## config.mk

```make
export PLATFORM = sky130hd
export DESIGN_NAME = token_bucket_delay_flat
export DESIGN_NICKNAME = d
export VERILOG_FILES = /design/src/rtl/core/tbd_pkg.sv /design/src/rtl/core/tbd_if.sv /design/src/rtl/core/tbd_div.sv /design/src/rtl/core/tbd_datapath.sv /design/src/rtl/core/tbd_ctrl.sv /design/src/rtl/core/token_bucket_delay.sv /design/src/flat_wrapper.sv
export VERILOG_INCLUDE_DIRS = /design/src /design/src/rtl/core
export SDC_FILE = /design/constraint.sdc
export NUM_CORES = 2
export LEC_CHECK = 0
export BUFFER_PORTS_ARGS = -buffer_cell sky130_fd_sc_hd__buf_2
export CORE_ASPECT_RATIO = 1.25
export CORE_MARGIN = 2
export CORE_UTILIZATION = 65
export DETAILED_ROUTE_END_ITERATION = 8
export PLACE_DENSITY = 0.86
export SETUP_SLACK_MARGIN = 0.3
export SYNTH_ARGS = -nofsm -noshare
export SYNTH_HDL_FRONTEND = slang
export SYNTH_HIERARCHICAL = 1
export SYNTH_SLANG_ARGS = --single-unit
```

## constraint.sdc

```tcl
create_clock -name clk -period 10.17 [get_ports clk]
set_input_delay 1.5255 -clock clk [delete_from_list [all_inputs] [get_ports clk]]
set_output_delay 1.5255 -clock clk [all_outputs]
set_load 0.01 [all_outputs]
```

## src/rtl/core/assert_macros.svh

```systemverilog
// Assertion macros shared by the token bucket RTL.
// No dependencies; include with the bare file name inside a module body.
`ifndef ASSERT_MACROS_SVH
`define ASSERT_MACROS_SVH

// Same-cycle implication, disabled during reset.
`define ASSERT_IMPLY(label, clk, rst, ante, cons, msg) \
  label: assert property (@(posedge clk) disable iff (rst) (ante) |-> (cons)) \
    else $error(msg);

// Next-cycle implication, disabled during reset.
`define ASSERT_NEXT(label, clk, rst, ante, cons, msg) \
  label: assert property (@(posedge clk) disable iff (rst) (ante) |=> (cons)) \
    else $error(msg);

`endif

```

## src/rtl/core/tbd_pkg.sv

```systemverilog
// Package for the token bucket delay block: widths, constants and the
// command/status structs between controller and datapath. No dependencies.
package tbd_pkg;

  localparam int RATE_W    = 32;
  localparam int SIZE_W    = 16;
  localparam int ELAPSED_W = 32;
  localparam int DELAY_W   = 32;
  localparam int BAL_W     = 48;
  localparam int REFILL_W  = 64;
  localparam int MILLI_W   = 10;
  localparam int CAP_W     = RATE_W + MILLI_W;
  localparam int SMILLI_W  = SIZE_W + MILLI_W;

  localparam int DIV_STEPS = BAL_W;
  localparam int DIV_CNT_W = $clog2(DIV_STEPS);

  localparam logic [MILLI_W-1:0] MILLI         = MILLI_W'(1000);
  localparam logic [RATE_W-1:0]  MIN_CAP_BYTES = RATE_W'(131072);
  localparam logic [BAL_W-1:0]   BAL_MIN       = {1'b1, {(BAL_W-1){1'b0}}};

  typedef struct packed {
    logic capture;
    logic mult;
    logic diff;
    logic refill;
    logic check;
    logic finish;
    logic load_out;
  } tbd_cmd_t;

  typedef struct packed {
    logic rate_zero;
    logic covered;
    logic div_done;
  } tbd_status_t;

endpackage

```

## src/rtl/core/tbd_if.sv

```systemverilog
// Valid/ready channel interfaces for requests, results and the rate register.
// Depends on tbd_pkg for field widths.
interface tbd_req_if;
  logic                       valid;
  logic                       ready;
  logic [tbd_pkg::SIZE_W-1:0]    packet_size;
  logic [tbd_pkg::ELAPSED_W-1:0] elapsed_ms;

  modport source (output valid, output packet_size, output elapsed_ms, input ready);
  modport sink   (input valid, input packet_size, input elapsed_ms, output ready);
endinterface

interface tbd_rsp_if;
  logic                        valid;
  logic                        ready;
  logic [tbd_pkg::DELAY_W-1:0] delay_ms;

  modport source (output valid, output delay_ms, input ready);
  modport sink   (input valid, input delay_ms, output ready);
endinterface

interface tbd_cfg_if;
  logic                       valid;
  logic                       ready;
  logic [tbd_pkg::RATE_W-1:0] rate_limit;

  modport source (output valid, output rate_limit, input ready);
  modport sink   (input valid, input rate_limit, output ready);
endinterface

```

## src/rtl/core/tbd_div.sv

```systemverilog
// Bit-serial restoring divider, one quotient bit per cycle.
// Depends on tbd_pkg and assert_macros.svh.
module tbd_div (
  input  logic                          clk,
  input  logic                          rst,
  input  logic                          start,
  input  logic [tbd_pkg::BAL_W-1:0]     dividend,
  input  logic [tbd_pkg::RATE_W-1:0]    divisor,
  output logic [tbd_pkg::BAL_W-1:0]     quotient,
  output logic [tbd_pkg::RATE_W-1:0]    remainder,
  output logic                          done
);
  import tbd_pkg::*;
  `include "assert_macros.svh"

  localparam logic [DIV_CNT_W-1:0] LAST = DIV_CNT_W'(DIV_STEPS - 1);

  logic                 busy;
  logic [DIV_CNT_W-1:0] cnt;
  logic [BAL_W-1:0]     quo;
  logic [RATE_W-1:0]    rem;
  logic [RATE_W:0]      shifted;
  logic [RATE_W:0]      trial;
  logic                 fits;

  assign shifted = {rem, quo[BAL_W-1]};
  assign trial   = shifted - {1'b0, divisor};
  assign fits    = shifted >= {1'b0, divisor};

  always_ff @(posedge clk) begin
    if (rst) begin
      busy <= 1'b0;
      done <= 1'b0;
      cnt  <= '0;
    end else begin
      done <= 1'b0;
      if (start) begin
        busy <= 1'b1;
        cnt  <= '0;
      end else if (busy) begin
        cnt <= cnt + 1'b1;
        if (cnt == LAST) begin
          busy <= 1'b0;
          done <= 1'b1;
        end
      end
    end
  end

  always_ff @(posedge clk) begin
    if (start) begin
      quo <= dividend;
      rem <= '0;
    end else if (busy) begin
      quo <= {quo[BAL_W-2:0], fits};
      rem <= fits ? trial[RATE_W-1:0] : shifted[RATE_W-1:0];
    end
  end

  assign quotient  = quo;
  assign remainder = rem;

  `ASSERT_IMPLY(a_done_after_last_step, clk, rst, done, $past(busy) && ($past(cnt) == LAST), "divider done without a full sweep")
endmodule

```

## src/rtl/core/tbd_datapath.sv

```systemverilog
// Datapath: rate register, bucket state, refill/cap arithmetic and delay.
// Depends on tbd_pkg, tbd_div and assert_macros.svh.
module tbd_datapath (
  input  logic                          clk,
  input  logic                          rst,
  input  tbd_pkg::tbd_cmd_t             cmd,
  output tbd_pkg::tbd_status_t          status,
  input  logic                          cfg_we,
  input  logic [tbd_pkg::RATE_W-1:0]    cfg_rate,
  input  logic [tbd_pkg::SIZE_W-1:0]    packet_size,
  input  logic [tbd_pkg::ELAPSED_W-1:0] elapsed_ms,
  output logic [tbd_pkg::DELAY_W-1:0]   delay_ms
);
  import tbd_pkg::*;
  `include "assert_macros.svh"

  logic [RATE_W-1:0]    rate_limit;
  logic                 bucket_started;
  logic [BAL_W-1:0]     token_balance;
  logic [SIZE_W-1:0]    size_r;
  logic [ELAPSED_W-1:0] elapsed_r;
  logic [REFILL_W-1:0]  refill_r;
  logic [CAP_W-1:0]     cap_r;
  logic [SMILLI_W-1:0]  smilli_r;
  logic [BAL_W:0]       diff_r;
  logic [DELAY_W-1:0]   delay_r;
  logic [DELAY_W-1:0]   delay_out;

  logic [ELAPSED_W-1:0] elapsed_eff;
  logic [RATE_W-1:0]    cap_base;
  logic [BAL_W:0]       bal_ext;
  logic [BAL_W:0]       smilli_ext;
  logic [BAL_W:0]       after_sub;
  logic [BAL_W:0]       needed;
  logic [BAL_W-1:0]     sub_sat;
  logic                 diff_pos;
  logic                 fill_to_cap;
  logic                 covered;
  logic [BAL_W-1:0]     div_quo;
  logic [RATE_W-1:0]    div_rem;
  logic                 div_done;
  logic [DELAY_W:0]     q_round;
  logic [DELAY_W-1:0]   delay_sat;

  // The first request after start-up sees no elapsed time.
  assign elapsed_eff = bucket_started ? elapsed_r : '0;
  assign cap_base    = (rate_limit > MIN_CAP_BYTES) ? rate_limit : MIN_CAP_BYTES;

  assign bal_ext    = {token_balance[BAL_W-1], token_balance};
  assign smilli_ext = (BAL_W+1)'(smilli_r);
  assign after_sub  = bal_ext - smilli_ext;
  assign needed     = smilli_ext - bal_ext;
  assign sub_sat    = (after_sub[BAL_W] != after_sub[BAL_W-1]) ? BAL_MIN
                                                               : after_sub[BAL_W-1:0];

  assign diff_pos    = !diff_r[BAL_W] && (diff_r != '0);
  assign fill_to_cap = !diff_pos || (refill_r >= REFILL_W'(diff_r));
  assign covered     = $signed(bal_ext) >= $signed(smilli_ext);

  // Ceiling of the quotient, saturated to the result width.
  assign q_round   = {1'b0, div_quo[DELAY_W-1:0]} + (DELAY_W+1)'(div_rem != '0);
  assign delay_sat = ((div_quo[BAL_W-1:DELAY_W] != '0) || q_round[DELAY_W])
                     ? '1 : q_round[DELAY_W-1:0];

  tbd_div u_div (
    .clk       (clk),
    .rst       (rst),
    .start     (cmd.check && !covered),
    .dividend  (needed[BAL_W-1:0]),
    .divisor   (rate_limit),
    .quotient  (div_quo),
    .remainder (div_rem),
    .done      (div_done)
  );

  always_ff @(posedge clk) begin
    if (rst) begin
      rate_limit     <= '0;
      bucket_started <= 1'b0;
      token_balance  <= '0;
    end else begin
      if (cfg_we) begin
        rate_limit <= cfg_rate;
      end
      if (cmd.mult && !bucket_started) begin
        bucket_started <= 1'b1;
        token_balance  <= BAL_W'(CAP_W'(rate_limit) * CAP_W'(MILLI));
      end else if (cmd.refill) begin
        token_balance <= fill_to_cap ? BAL_W'(cap_r)
                                     : token_balance + refill_r[BAL_W-1:0];
      end else if (cmd.check && covered) begin
        token_balance <= after_sub[BAL_W-1:0];
      end else if (cmd.finish) begin
        token_balance <= sub_sat;
      end
    end
  end

  always_ff @(posedge clk) begin
    if (cmd.capture) begin
      size_r    <= packet_size;
      elapsed_r <= elapsed_ms;
      delay_r   <= '0;
    end
    if (cmd.mult) begin
      refill_r <= REFILL_W'(elapsed_eff) * REFILL_W'(rate_limit);
      cap_r    <= CAP_W'(cap_base) * CAP_W'(MILLI);
      smilli_r <= SMILLI_W'(size_r) * SMILLI_W'(MILLI);
    end
    if (cmd.diff) begin
      diff_r <= (BAL_W+1)'(cap_r) - bal_ext;
    end
    if (cmd.finish) begin
      delay_r <= delay_sat;
    end
    if (cmd.load_out) begin
      delay_out <= delay_r;
    end
  end

  assign delay_ms         = delay_out;
  assign status.rate_zero = (rate_limit == '0);
  assign status.covered   = covered;
  assign status.div_done  = div_done;

  `ASSERT_IMPLY(a_balance_within_cap, clk, rst, cmd.check, $signed(bal_ext) <= $signed((BAL_W+1)'(cap_r)), "balance above cap after refill")
  `ASSERT_IMPLY(a_rem_below_rate, clk, rst, div_done, div_rem < rate_limit, "divider remainder not below rate")
endmodule

```

## src/rtl/core/tbd_ctrl.sv

```systemverilog
// Controller state machine: sequences one request through the datapath.
// Depends on tbd_pkg and assert_macros.svh.
module tbd_ctrl (
  input  logic                 clk,
  input  logic                 rst,
  input  logic                 req_valid,
  output logic                 req_ready,
  output logic                 rsp_valid,
  input  logic                 rsp_ready,
  input  tbd_pkg::tbd_status_t status,
  output tbd_pkg::tbd_cmd_t    cmd
);
  import tbd_pkg::*;
  `include "assert_macros.svh"

  typedef enum logic [7:0] {
    ST_IDLE   = 8'b0000_0001,
    ST_MUL    = 8'b0000_0010,
    ST_DIFF   = 8'b0000_0100,
    ST_REFILL = 8'b0000_1000,
    ST_CHECK  = 8'b0001_0000,
    ST_DIV    = 8'b0010_0000,
    ST_FIN    = 8'b0100_0000,
    ST_EMIT   = 8'b1000_0000
  } state_t;

  state_t state, state_next;
  logic   out_valid;
  logic   accept;

  assign req_ready = (state == ST_IDLE);
  assign accept    = req_valid && req_ready;

  always_comb begin
    cmd          = '0;
    cmd.capture  = accept;
    cmd.mult     = (state == ST_MUL);
    cmd.diff     = (state == ST_DIFF);
    cmd.refill   = (state == ST_REFILL);
    cmd.check    = (state == ST_CHECK);
    cmd.finish   = (state == ST_FIN);
    cmd.load_out = (state == ST_EMIT) && (!out_valid || rsp_ready);
  end

  always_comb begin
    state_next = state;
    unique case (state)
      ST_IDLE: begin
        if (accept) begin
          state_next = status.rate_zero ? ST_EMIT : ST_MUL;
        end
      end
      ST_MUL:    state_next = ST_DIFF;
      ST_DIFF:   state_next = ST_REFILL;
      ST_REFILL: state_next = ST_CHECK;
      ST_CHECK:  state_next = status.covered ? ST_EMIT : ST_DIV;
      ST_DIV: begin
        if (status.div_done) begin
          state_next = ST_FIN;
        end
      end
      ST_FIN:    state_next = ST_EMIT;
      ST_EMIT: begin
        if (cmd.load_out) begin
          state_next = ST_IDLE;
        end
      end
      default:   state_next = ST_IDLE;
    endcase
  end

  always_ff @(posedge clk) begin
    if (rst) begin
      state     <= ST_IDLE;
      out_valid <= 1'b0;
    end else begin
      state <= state_next;
      if (cmd.load_out) begin
        out_valid <= 1'b1;
      end else if (rsp_ready) begin
        out_valid <= 1'b0;
      end
    end
  end

  assign rsp_valid = out_valid;

  `ASSERT_NEXT(a_div_done_finishes, clk, rst, (state == ST_DIV) && status.div_done, state == ST_FIN, "divide result not taken")
  `ASSERT_NEXT(a_load_sets_valid, clk, rst, cmd.load_out, out_valid && (state == ST_IDLE), "result load lost")
endmodule

```

## src/rtl/core/token_bucket_delay.sv

```systemverilog
// Token bucket rate shaper. Each request (packet_size, elapsed_ms) yields one
// result, delay_ms, the milliseconds to hold the packet (0 = send now). The
// bucket holds signed tokens in thousandths of a byte, refills by
// elapsed_ms * rate_limit, caps at max(131072, rate_limit) bytes and may run
// into debt. rate_limit = 0 bypasses shaping and leaves the state untouched.
// Requests are handled one at a time. A deficit runs the 48-step bit-serial
// divider that computes the ceiling of deficit / rate. The output register
// lets a finished result wait while the next request is already being
// processed. Write rate_limit only while no request is outstanding.
module token_bucket_delay (
  input  logic     clk,
  input  logic     rst,
  tbd_req_if.sink  req,
  tbd_rsp_if.source rsp,
  tbd_cfg_if.sink  cfg
);
  import tbd_pkg::*;

  tbd_cmd_t    cmd;
  tbd_status_t status;

  // Rate register writes are always taken.
  assign cfg.ready = 1'b1;

  // Sequence: capture, multiply, cap difference, refill, cover check, then
  // divide and finish on a deficit only, hand to the output register.
  tbd_ctrl u_ctrl (
    .clk       (clk),
    .rst       (rst),
    .req_valid (req.valid),
    .req_ready (req.ready),
    .rsp_valid (rsp.valid),
    .rsp_ready (rsp.ready),
    .status    (status),
    .cmd       (cmd)
  );

  // Hold the bucket state and do the arithmetic.
  tbd_datapath u_datapath (
    .clk         (clk),
    .rst         (rst),
    .cmd         (cmd),
    .status      (status),
    .cfg_we      (cfg.valid && cfg.ready),
    .cfg_rate    (cfg.rate_limit),
    .packet_size (req.packet_size),
    .elapsed_ms  (req.elapsed_ms),
    .delay_ms    (rsp.delay_ms)
  );
endmodule
```

## src/flat_wrapper.sv

```systemverilog
// flat-port wrapper written by rule: the top's interface ports become plain ports
module token_bucket_delay_flat import tbd_pkg::*;
  (clk, rst, req_valid, req_packet_size, req_elapsed_ms, req_ready, rsp_valid, rsp_delay_ms, rsp_ready, cfg_valid, cfg_rate_limit, cfg_ready);
  tbd_req_if req_i ();
  tbd_rsp_if rsp_i ();
  tbd_cfg_if cfg_i ();
  input  logic clk;
  input  logic rst;
  input wire logic [$bits(req_i.valid)-1:0] req_valid;
  input wire logic [$bits(req_i.packet_size)-1:0] req_packet_size;
  input wire logic [$bits(req_i.elapsed_ms)-1:0] req_elapsed_ms;
  output wire logic [$bits(req_i.ready)-1:0] req_ready;
  output wire logic [$bits(rsp_i.valid)-1:0] rsp_valid;
  output wire logic [$bits(rsp_i.delay_ms)-1:0] rsp_delay_ms;
  input wire logic [$bits(rsp_i.ready)-1:0] rsp_ready;
  input wire logic [$bits(cfg_i.valid)-1:0] cfg_valid;
  input wire logic [$bits(cfg_i.rate_limit)-1:0] cfg_rate_limit;
  output wire logic [$bits(cfg_i.ready)-1:0] cfg_ready;
  assign req_i.valid = req_valid;
  assign req_i.packet_size = req_packet_size;
  assign req_i.elapsed_ms = req_elapsed_ms;
  assign req_ready = req_i.ready;
  assign rsp_valid = rsp_i.valid;
  assign rsp_delay_ms = rsp_i.delay_ms;
  assign rsp_i.ready = rsp_ready;
  assign cfg_i.valid = cfg_valid;
  assign cfg_i.rate_limit = cfg_rate_limit;
  assign cfg_ready = cfg_i.ready;
  token_bucket_delay u_core (.clk(clk), .rst(rst), .req(req_i), .rsp(rsp_i), .cfg(cfg_i));
endmodule
```

* Word-level counts from Yosys, hierarchy flattened *
Index checks and enable logic that the tools add are counted.

cells by class
  add/sub/neg operators = 7
  multipliers = 4
  magnitude comparators = 4
  eq/ne operators = 13
  mux-type cells = 26
  bitwise operators = 1
  reduce and logical (&&, ||, !) cells = 27

operator list
  kind                                                                                number
  48-bit 2-to-1 mux                                                                   7
  32-bit 2-to-1 mux                                                                   6
  32-bit by 7-bit multiplier with 39-bit output (second input constant)               2
  64-bit by 49-bit >= comparator with 1-bit output                                    1
  32-bit by 32-bit multiplier with 64-bit output                                      1
  8-bit case mux with 8 select lines                                                  1
  49-bit nonzero test                                                                 1
  43-bit by 48-bit subtractor with 49-bit output                                      1
  48-bit by 27-bit subtractor with 49-bit output                                      1
  48-bit adder                                                                        1
  48-bit by 27-bit >= comparator with 1-bit output                                    1
  27-bit by 48-bit subtractor with 48-bit output                                      1
  42-bit 2-to-1 mux                                                                   1
  8-bit 2-to-1 mux                                                                    5
  32-bit by 1-bit adder with 33-bit output                                            1
  33-bit by 32-bit >= comparator with 1-bit output                                    1
  32-bit by 18-bit greater-than comparator with 1-bit output (second input constant)  1
  32-bit zero test                                                                    1
  32-bit nonzero test                                                                 1
  32-bit subtractor                                                                   1
  16-bit by 7-bit multiplier with 23-bit output (second input constant)               1
  16-bit nonzero test                                                                 1
  8-bit by 1-bit equality test with 1-bit output (second input constant)              1
  8-bit by 2-bit equality test with 1-bit output (second input constant)              1
  other kinds (22)                                                                    42

word-level totals
  bits in registers = 465
  bits of input ports = 85
  output and inout port bits = 35

* Longest topological paths before layout *
  depth after elaboration = 7
  mapped depth = 31
  gate-level depth less buffers = 28

* By module *
The synthesis kept the hierarchy.

modules (own cells, without submodules)
  module              instances  cells an instance  area each (sq um)  sequential area each (sq um)
  tbd_datapath        1          7283               69110.0            10239.8
  tbd_div             1          577                5501.5             2242.2
  tbd_ctrl            1          67                 621.8              180.2
  token_bucket_delay  1          2                  11.3               0.0

* Least setup slack after synthesis *
Ideal clock, no wire load.

  kind = reg-to-reg
  start = register u_core.u_datapath.bucket_started
  end = register u_core.u_datapath.refill_r[49] (data pin)
  library setup time = 0.265 ns
  data arrival time = 8.125 ns
  setup slack = 1.780 ns
  cell stages (with the launch flop) = 29
  buffers on the path = 5
  period minus slack after synthesis = 8.390 ns
  path through = dfxtp_1 > clkbuf_1 > clkbuf_1 > clkbuf_1 > clkbuf_1 > and3_1 > fa_1 > fa_1 > inv_1 > fa_1 > fa_1 > fa_1 > inv_1 > fa_1 > fa_1 > fa_1 > ha_1 > clkbuf_1 > a21o_1 > a21oi_1 > o21ai_0 > a221o_1 > a41oi_1 > o31ai_1 > a21boi_1 > o21ai_1 > a221oi_1 > o21ai_0 > xor2_1

between the ends
  word-level cells in the longest chain between the ends = 2

ends and longest elaborated chain
  element                                         RTL line             text
  start: declaration                              tbd_datapath.sv:18   logic bucket_started;
  start signal: assignment                        tbd_datapath.sv:79   bucket_started <= 1'b0;
  start signal: assignment                        tbd_datapath.sv:86   bucket_started <= 1'b1;
  32-bit 2-to-1 mux                               tbd_datapath.sv:46   assign elapsed_eff = bucket_started ? elapsed_r : '0;
  32-bit by 32-bit multiplier with 64-bit output  tbd_datapath.sv:106  refill_r <= REFILL_W'(elapsed_eff) * REFILL_W'(rate_limit);
  end signal: assignment                          tbd_datapath.sv:106
  end: declaration                                tbd_datapath.sv:22   logic [REFILL_W-1:0] refill_r;

No other way between the ends.
A chain may end at the register's enable or synchronous reset.

* Worst setup path after layout *
  start = register u_core.u_datapath.elapsed_r[6]
  end = register u_core.u_datapath.refill_r[49] (data pin)

between the ends
  word-level cells in the longest chain between the ends = 2

ends and longest elaborated chain
  element                                         RTL line             text
  start: declaration                              tbd_datapath.sv:21   logic [ELAPSED_W-1:0] elapsed_r;
  start signal: assignment                        tbd_datapath.sv:102  elapsed_r <= elapsed_ms;
  32-bit 2-to-1 mux                               tbd_datapath.sv:46
  32-bit by 32-bit multiplier with 64-bit output  tbd_datapath.sv:106

No other way between the ends.

==> metrics.csv <==
stage,metric,value,unit
placed_design,dpl cell area,0.0770,mm^2
run,number of max-cap violations,0,
timing,timing-limited maximum frequency,107,MHz
placed_design,Final Wtd Congestion,1.06,
clocking,TritonCTS clock tree,yes,
die,Floorplan Core Area,0.115,mm^2
grt,Total GRT Usage,41.4,%
logic_synthesis,post-synth top area share,31.6,%
clocking,clock slew seen by the registers of the worst setup and hold paths,0.07,ns
power,power density normalized to cell area,115,mW/mm^2
timing,"Period Utilization, post-route",91.8,%
drt,vias post-DR,60500,
die,number of rows created at floorplan,139,
worst_setup_path,data required time at the worst endpoint,10.59,ns
timing,endpoints failing setup,0,
power,Logic pwr share,50.1,%
logic_synthesis,Post-synth top cells,"1283 x sky130_fd_sc_hd__inv_1, 1189 x sky130_fd_sc_hd__fa_1, 723 x sky130_fd_sc_hd__ha_1",
timing,max-slew violations,0,
worst_setup_path,startpoint kind of the worst setup timing path,flip-flop,
clocking,sinks on the clock net,465,
finish,Synth-to-Final Area Change,4.84,%
logic_synthesis,Main synth FF type,sky130_fd_sc_hd__edfxtp_1,
power,cell internal power dissipation,5.18,mW
status,result of the run,finished clean,
worst_setup_path,Critical-path top delay cell,sky130_fd_sc_hd__edfxtp_1,
logic_synthesis,number of flops mapped to enable cells by yosys,335,
logic_synthesis,Post-Synthesis Cell Area,0.0752,mm^2
worst_setup_path,library cell appearing most often on the critical path,sky130_fd_sc_hd__fa_1,
drt,antenna-violating nets left,0,
logic_synthesis,post-synthesis instance total,7929,
logic_synthesis,post-synth top area cell,sky130_fd_sc_hd__fa_1,
hold_path,classification of the worst-slack hold path,flip-flop to flip-flop,
die,overall die area,0.119,mm^2
placed_design,DP Wirelength,192000,um
clocking,total of hold buffers inserted after clock tree synthesis,0,
timing,smallest hold slack,0.417,ns
clocking,TritonCTS buffer count,53,
timing,Post-Route Setup TNS,0,ns
die,Die X-Extent,308,um
power,clock group share of total power,22.5,%
logic_synthesis,post-synthesis sequential area ratio,16.8,%
grt,first-pass GRT wire length,367000,um
clocking,maximum root-to-sink buffer count,3,
power,fraction of power spent switching nets,43.0,%
power,reported net switching power,3.91,mW
drt,wire length per cell,26.1,um
finish,Final Cell Area,0.0789,mm^2
drt,final WL,243000,um
power,Leakage,39.9,nW
die,die outline height,384,um
finish,fraction of layout cells with a size suffix above 1,6.12,%
clocking,clk_lat worst skew,0.70,ns
placed_design,number of buffer cells added on primary ports,118,
timing,min Tclk post-route,9.34,ns
drt,Detailed Route Iter0 Violations,6258,
grt,largest net degree at the start of global routing,105,
finish,total number of nets in the final design,9792,
logic_synthesis,async set or reset register ratio after synthesis,0,%
clocking,root buffer selected by CTS,sky130_fd_sc_hd__clkbuf_16,
grt,initial antenna violation count,12,
logic_synthesis,count of yosys warnings during synthesis,6,
logic_synthesis,main area contributors after synthesis,"sky130_fd_sc_hd__fa_1 32%, sky130_fd_sc_hd__edfxtp_1 13%, sky130_fd_sc_hd__ha_1 12%, sky130_fd_sc_hd__inv_1 6.4%, sky130_fd_sc_hd__and3_1 5.2%",
power,share of power burned in registers,27.4,%
worst_setup_path,category of the critical setup timing path,flip-flop to flip-flop,
worst_setup_path,WP data arrival,9.76,ns
timing,relative slew slack,9.99,%
worst_setup_path,max incr delay on CP,0.98,ns
worst_setup_path,maximum fanout along the worst path,21,
logic_synthesis,"count leader, synth",sky130_fd_sc_hd__inv_1,
logic_synthesis,average instance area after synthesis,9.49,um^2
die,Initial Utilization,65.6,%
drt,Remaining DRCs,0,
logic_synthesis,syn_nets,9926,
drt,mean number of vias per cell,6.49,
die,Boundary Pins,120,
clocking,H-tree depth reported by CTS,2,
power,Max IR drop VDD,0.153,mV
grt,total global routing overflow,0,
timing,unrepaired setup endpoints after global routing,false,
drt,first-pass iteration count of the detailed router,7,
logic_synthesis,count of state elements after synthesis,465,
timing,"Hold Violations, Final",0,
worst_setup_path,Setup crit end kind,flip-flop,
timing,actual transition at the worst max-transition pin,1.34,ns
timing,clock skew after layout,0.0371,ns
grt,vias in the first global route,63000,
logic_synthesis,Synth cell types,103,
## critical path: cells and delay by family, from the launching register on
family / cells / cell delay (ns)
compound gates: 10 / 2.54
xor+xnor: 1 / 0.17
fa+ha+maj: 9 / 4.27
buf+inv: 4 / 0.40
flops: 1 / 0.98
simple gates: 2 / 0.68
## area by class of cell
type | instances | area [um^2]
Timing Repair Buffer | 233 | 1520
Fill cell | 8741 | 35900
Tap cell | 1480 | 1850
Clock inverter | 41 | 444
Antenna cell | 11 | 27.5
Inverter | 1283 | 4820
Clock buffer | 57 | 1360
Multi-Input combinational cell | 5759 | 56200
Sequential cell | 465 | 12700
## path summary, 6_finish.rpt
kind	from	end	slack, ns	cells past startpoint
max	u_core/u_datapath/elapsed_r[6]	u_core/u_datapath/refill_r[49]	0.83	26
min reg2reg	u_core/u_datapath/delay_r[31]	u_core/u_datapath/delay_ms[31]	0.42	0
max reg2reg	u_core/u_datapath/elapsed_r[6]	u_core/u_datapath/refill_r[49]	0.83	26
min	u_core/u_datapath/delay_r[31]	u_core/u_datapath/delay_ms[31]	0.42	0
## cells in the final DEF, fill, tap and decap left out, types with 12 or more instances in the layout
cell type,synthesis,final
sky130_fd_sc_hd__nor4_1,42,42
sky130_fd_sc_hd__o21bai_1,38,38
sky130_fd_sc_hd__o21ai_0,195,195
sky130_fd_sc_hd__nor3_1,73,73
sky130_fd_sc_hd__or3_1,19,19
sky130_fd_sc_hd__o211ai_1,30,30
sky130_fd_sc_hd__a21o_1,185,185
sky130_fd_sc_hd__a221oi_1,37,37
sky130_fd_sc_hd__nor2b_1,46,44
sky130_fd_sc_hd__nand3_1,74,74
sky130_fd_sc_hd__and3_1,631,630
sky130_fd_sc_hd__xnor2_1,243,243
sky130_fd_sc_hd__inv_1,1283,1281
sky130_fd_sc_hd__o21a_1,43,43
sky130_fd_sc_hd__dfxtp_1,130,98
sky130_fd_sc_hd__nand2b_1,48,48
sky130_fd_sc_hd__nand2_1,706,706
sky130_fd_sc_hd__o31ai_1,17,17
sky130_fd_sc_hd__fa_1,1189,1189
sky130_fd_sc_hd__a21boi_0,41,41
sky130_fd_sc_hd__a41oi_1,13,12
sky130_fd_sc_hd__and2_1,58,58
sky130_fd_sc_hd__buf_2,13,117
sky130_fd_sc_hd__or2_2,17,17
sky130_fd_sc_hd__ha_1,723,723
sky130_fd_sc_hd__xor2_1,117,117
sky130_fd_sc_hd__edfxtp_1,335,335
sky130_fd_sc_hd__a211oi_1,59,59
sky130_fd_sc_hd__nor2_1,334,333
sky130_fd_sc_hd__o221ai_1,13,13
sky130_fd_sc_hd__mux2i_1,43,43
sky130_fd_sc_hd__buf_4,9,111
sky130_fd_sc_hd__clkbuf_16,0,54
sky130_fd_sc_hd__and4_1,15,15
sky130_fd_sc_hd__a21oi_1,343,343
sky130_fd_sc_hd__mux2_2,51,51
sky130_fd_sc_hd__a221o_1,14,14
sky130_fd_sc_hd__nand4_1,56,56
sky130_fd_sc_hd__dfxtp_2,0,31
sky130_fd_sc_hd__a31oi_1,43,43
## metrics by stage
step	std cells	utilization [%]	total power, mW	setup slack, ns
after floorplan	7929	-	5.75	1.78
after global placement	9219	67.1	6.79	1.06
after detailed placement	9219	67.1	6.94	0.908
after CTS	9317	68.7	9.02	0.882
after global routing	9322	68.7	9.63	0.534
final	9329	68.7	9.09	0.831
## kinds of logic (layout without fill, tap and decap cells)
family                   count (synthesis)  count (layout)  share of synthesized area, %
AO/OA/AOI/OAI                         1219            1219                          10.7
XOR/XNOR                               360             360                          4.19
adder cells (fa/ha/maj)               1912            1912                          43.7
buffers and inverters                 1705            1614                          8.61
flip-flops                             465             465                          16.8
multiplexers                            94              94                          1.34
other                                    1              12                       0.00498
AND/OR/NAND/NOR                       2173            2173                          14.6
## state kept, by name (all words and copies together) (netlist names), 39 cells and up, named ones only
name                              cells
u_core/u_datapath/token_balance      45
u_core/u_datapath/diff_r             49
u_core/u_datapath/refill_r           64
u_core/u_datapath/u_div/quotient     48
u_core/u_datapath/cap_r              39
## power by group through the flow
stage | Combinational, mW | Clock [mW] | Sequential (mW)
after floorplan | 3.38 | 0 | 2.38
after global placement | 4.28 | 0 | 2.51
after CTS | 4.48 | 2.06 | 2.48
after global routing | 5.02 | 2.12 | 2.49
final | 4.55 | 2.04 | 2.50
after detailed placement | 4.43 | 0 | 2.52
## timing repair
item,in CTS,in global routing
buffers inserted,0,1
hold endpoints to repair,0,0
gates resized for setup,0,0
endpoints found under the setup margin,0,1
## routing by layer
layer	part of all wire, %	global-route usage (%)	vias to the layer above	wire (um)
li1	-	-	26000	-
met2	46	66.8	3649	112000
met1	34	47.7	29600	82700
met4	10	34.6	10	24900
met5	0.025	0	-	62
met3	9.5	8.17	1240	23200
Power figures use the tool's default switching activity.
